`src/hdl/assert_macros.svh`:
```
// assertion helpers for the allocator
`ifndef ASSERT_MACROS_SVH
`define ASSERT_MACROS_SVH
`ifndef SYNTHESIS
`define ASSERT_CLK(label, clk, rst_n, prop) \
	label: assert property (@(posedge clk) disable iff (!rst_n) prop) else $error("assertion failed");
`define ASSERT_ALWAYS(label, clk, prop) \
	label: assert property (@(posedge clk) prop) else $error("assertion failed");
`else
`define ASSERT_CLK(label, clk, rst_n, prop)
`define ASSERT_ALWAYS(label, clk, prop)
`endif
`endif

```
`src/hdl/ffca_ram.sv`:
```
module ffca_ram #(
	parameter int Width = 8,
	parameter int Depth = 16
) (
	input logic clk,
	input logic we,
	input logic [$clog2(Depth)-1:0] waddr,
	input logic [Width-1:0] wdata,
	input logic [$clog2(Depth)-1:0] raddr,
	output logic [Width-1:0] rdata
);
	logic [Width-1:0] mem [Depth];

	// one write and one registered read port
	always_ff @(posedge clk) begin
		if (we) begin
			mem[waddr] <= wdata;
		end
		rdata <= mem[raddr];
	end
endmodule

```
`config.mk`:
```
export PLATFORM = sky130hd
export DESIGN_NAME = ffca_ram
export DESIGN_NICKNAME = d
export VERILOG_FILES = /design/src/hdl/assert_macros.svh /design/src/hdl/ffca_ram.sv
export SDC_FILE = /design/constraint.sdc
export NUM_CORES = 1
export LEC_CHECK = 0
export ABC_AREA = 1
export BUFFER_PORTS_ARGS = -buffer_cell sky130_fd_sc_hd__buf_2
export CAP_MARGIN = 20
export CORE_ASPECT_RATIO = 1.4
export CORE_MARGIN = 2
export CORE_UTILIZATION = 40
export CTS_CLUSTER_SIZE = 40
export DETAILED_ROUTE_END_ITERATION = 16
export PLACE_DENSITY = 0.66
export SKIP_CTS_REPAIR_TIMING = 1
export SYNTH_ARGS = -nofsm -noshare
export SYNTH_HDL_FRONTEND = slang
export SYNTH_SLANG_ARGS = --single-unit
```
`constraint.sdc`:
```
create_clock -name clk -period 1 [get_ports clk]
set_input_delay 0.1 -clock clk [delete_from_list [all_inputs] [get_ports clk]]
set_output_delay 0.1 -clock clk [all_outputs]
set_load 0.01 [all_outputs]
```
Word-level counts from Yosys, hierarchy flattened
Memory sizes are Yosys's and may differ from the RTL's. A register that Yosys moved wholly into a read port is not among the register bits. Index checks and enable logic that the tools add are counted. Widths: inputs -> output; s select.

Output and inout port bits: 8. Logic and storage cells: 3. Memory bits (writable): 128. Memories kept: 1. Flip-flop bits (word level): 0.

Memories: mem (depth 16, width 8, read ports 1, clocked after memory_dff 1, write ports 1, RTL line ffca_ram.sv:12) `logic [Width-1:0] mem [Depth];`.

Multiplexer cells: 2.

Operator list (number): $mux 1 (2).

Logic depth before layout (Yosys ltp)
Depth in word-level cells: 2. Gate-level depth with buffers: 8. Gate-level depth less buffers: 7.

Least setup slack after synthesis
OpenSTA, ideal clock, no wires.

Path kind: input to register. Start: input waddr[3]. End: memory mem[4][0], enable pin. Slack: -0.051 ns. Arrival: 0.681 ns. Cell stages on the path: 2. Library setup time: 0.370 ns. Path through: nand3b_1 -> nor2_1.

RTL lines: start, declared (RTL line ffca_ram.sv:7) `input logic [$clog2(Depth)-1:0] waddr,`; end, declared (RTL line ffca_ram.sv:12).

Straight into the memory's write port.

==> results by group <==
Synthesis
  – Simple-Gate Fraction of Synth Area: 0.210
  – #FFs+latches synth: 136
  – Synth Area in Adders: 0
  – Main synth FF type: edfxtp_1
  – Mapped Avg Cell Area: 10.5 µm²
  – Post-synthesis compound-gate area fraction: 0
  – Multiplexer share of the synthesized area: 0
  – Sequential share of the synthesized area: 0.694
  – Combinational family with the most area after synthesis: simple AND/OR/NAND/NOR gates
  – Netlist cell types: 12
  – Synth Net Count: 569
  – Synth warn: 0
  – Top cells by count, synth: nand2_1, edfxtp_1, inv_1
  – Synth top area cells: edfxtp_1, nand2_1, nand3_1
  – EDFF count, synth: 128
  – Top cell type's share of synthesized area: 0.667
  – XOR/XNOR Fraction of Synth Area: 0
  – Most numerous cell in the Yosys netlist: nand2_1
  – Synth area leader: edfxtp_1
  – Synth async-reset ratio: 0
  – Mapped Cells: 551
  – Post-Syn Area: 0.00577 mm²

Final layout
  – Area growth syn-to-layout: 23.1%
  – Final core occ: 0.508
  – Nets: 620
  – Ant diodes: 0
  – Fraction of layout cells with a size suffix above 1: 0.215
  – Layout fillers: 1183

Timing
  – Clock Skew: 0.00744 ns
  – Post-route minimum period: 0.983 ns
  – Rel. slew slack: 0.740
  – Setup tns final: 0 ns
  – Slew Limit Fails: 0
  – Hold Vio Cnt, Final: 0
  – Final Setup Violations: 0
  – Max Fclk: 1020 MHz
  – Least-Margin Pin Slew: 0.389 ns
  – Hold slack: 0.0606 ns
  – Post-route clock period utilization: 0.983

Global route
  – First-pass GRT wire length: 20400 µm
  – Grt ovf: 0
  – Initial antenna violation count: 0
  – Largest net degree at the start of global routing: 57
  – Vias in the first global route: 3912
  – Total GRT Usage: 0.178

Setup path
  – Critical Path Max Stage Delay: 0.37 ns
  – Critical path data required time: 1.29 ns
  – Crit path max-delay family: simple AND/OR/NAND/NOR gates
  – Most numerous cell on the critical path: nand3_1
  – Endpoint class of the critical path: flop
  – Worst setup SP type: flop
  – Worst path arrival time: 1.28 ns
  – Worst Path Max Fanout: 1
  – Crit path buf inv count: 1
  – Slowest stage cell, crit path: edfxtp_1
  – Crit-path cells: inv_1 -> nand2_1 -> nand3_1 -> nand3_1 -> nand3_1 -> nand2_1
  – CP Class: flop to flop

Drt
  – Drt pass-1 iters: 5
  – Final WL: 13200 µm
  – Vias: 3880
  – Final antenna-violating net count: 0
  – # DRC: 0
  – Wire per inst: 16.4 µm
  – DR vias/cell: 4.85
  – Drt first-iter violations: 333

Placed design
  – Hpwl dp: 8440 µm
  – GPL Wtd Cong: 0.878
  – PortBufs: 25

Status
  – Status: finished, final reports clean

Clock tree
  – H-Tree Depth: 4
  – Root Buffer: clkbuf_16
  – # clock sinks: 136
  – CTS tree: yes
  – CTS Buffer Depth: 2
  – Clk_lat worst skew: 0.41 ns
  – Clock transition at path regs: 0.06 ns
  – Total CTS buffers: 17

Pwr
  – Pwr/cell area: 1950 mW/mm²
  – Peak VDD IR: 0.000738 V
  – Leakage: 3.06 nW

Run
  – Maxcap violations: 0

Die
  – Core area: 0.0140 mm²
  – Die area: 0.0154 mm²
  – Horiz. Die Dim: 105 µm
  – Starting density of the core: 0.413
  – Die height: 146 µm
  – # rows: 51
  – # IOs: 26

Worst hold path
  – Worst Hold Class: primary input to flop
final timing paths:
path / start / endpoint / slack [ns] / cells past startpoint
setup / recovery: mem[15][2] / rdata[2] / 0.02 / 6
hold reg to reg: mem[4][3] / rdata[3] / 0.69 / 6
setup reg to reg: mem[15][2] / rdata[2] / 0.02 / 6
hold / removal: raddr[2] / rdata[2] / 0.06 / 4
tightest hold or removal path, stage by stage:
cell and delay [ns]:
buf_2 0.11, nand3_1 0.09, nand3_2 0.07, nand2_1 0.05
per-stage QoR:
stage	instance area (µm²)	std cells	total power, W	worst slack (ns)
4_1_cts	6900	800	0.0138	-0.0472
5_1_grt	7100	800	0.0142	-0.0468
3_3_place_gp	6270	768	0.00735	-0.157
6_report	7100	800	0.0138	0.0169
3_5_place_dp	6270	768	0.00737	-0.150
2_1_floorplan	5770	551	0.00699	-0.0508
registers in the layout, indices dropped and copies added, names as in the netlist:
name   cells
rdata      8
mem      128
metal layers:
layer / up-vias / GRT usage / share of wire / wire length, µm
met5: - / 0 / 0 / 0
met4: 0 / 0.0920 / 0.031 / 411
met3: 27 / 0.0366 / 0.046 / 605
met2: 120 / 0.316 / 0.54 / 7110
met1: 1859 / 0.198 / 0.38 / 5030
li1: 1874 / - / - / -
layout make-up:
class,instances,area [µm²],area share
flip-flops and latches,136,4010,0.565
multi-input cells,289,1400,0.197
repair buffers,56,448,0.0631
clock buffers,17,425,0.0599
inverters,102,383,0.0539
well taps,185,231,0.0326
clock inverters,15,201,0.0284
power by group:
part	switching [W]	leakage (nW)	total (W)	internal, W
Clock	0.00233	0.291	0.00650	0.00418
Sequential	0.0000439	1.22	0.00642	0.00638
Combinational	0.000613	1.55	0.000924	0.000311
Total	0.00298	3.06	0.0138	0.0109
cells by family after synthesis:
| logic type | count (synthesis) |
|---|---|
| buffers and inverters | 126 |
| flip-flops | 136 |
| AND/OR/NAND/NOR | 289 |
layout by cell type, fill, tap and decap left out:
cell type   count
buf_12          6
buf_2          22
buf_4          26
buf_6           2
bufinv_16       4
clkbuf_16      17
clkinv_1        2
clkinv_4        3
clkinvlp_4      4
dfxtp_1         4
dfxtp_2         4
edfxtp_1      128
inv_1          99
inv_2           3
inv_6           2
nand2_1       170
nand2_2         3
nand3_1        64
nand3_2        32
nand3_4         1
nand3b_1        2
nor2_1         14
nor2_2          3
(Power assumes the default switching activity.)
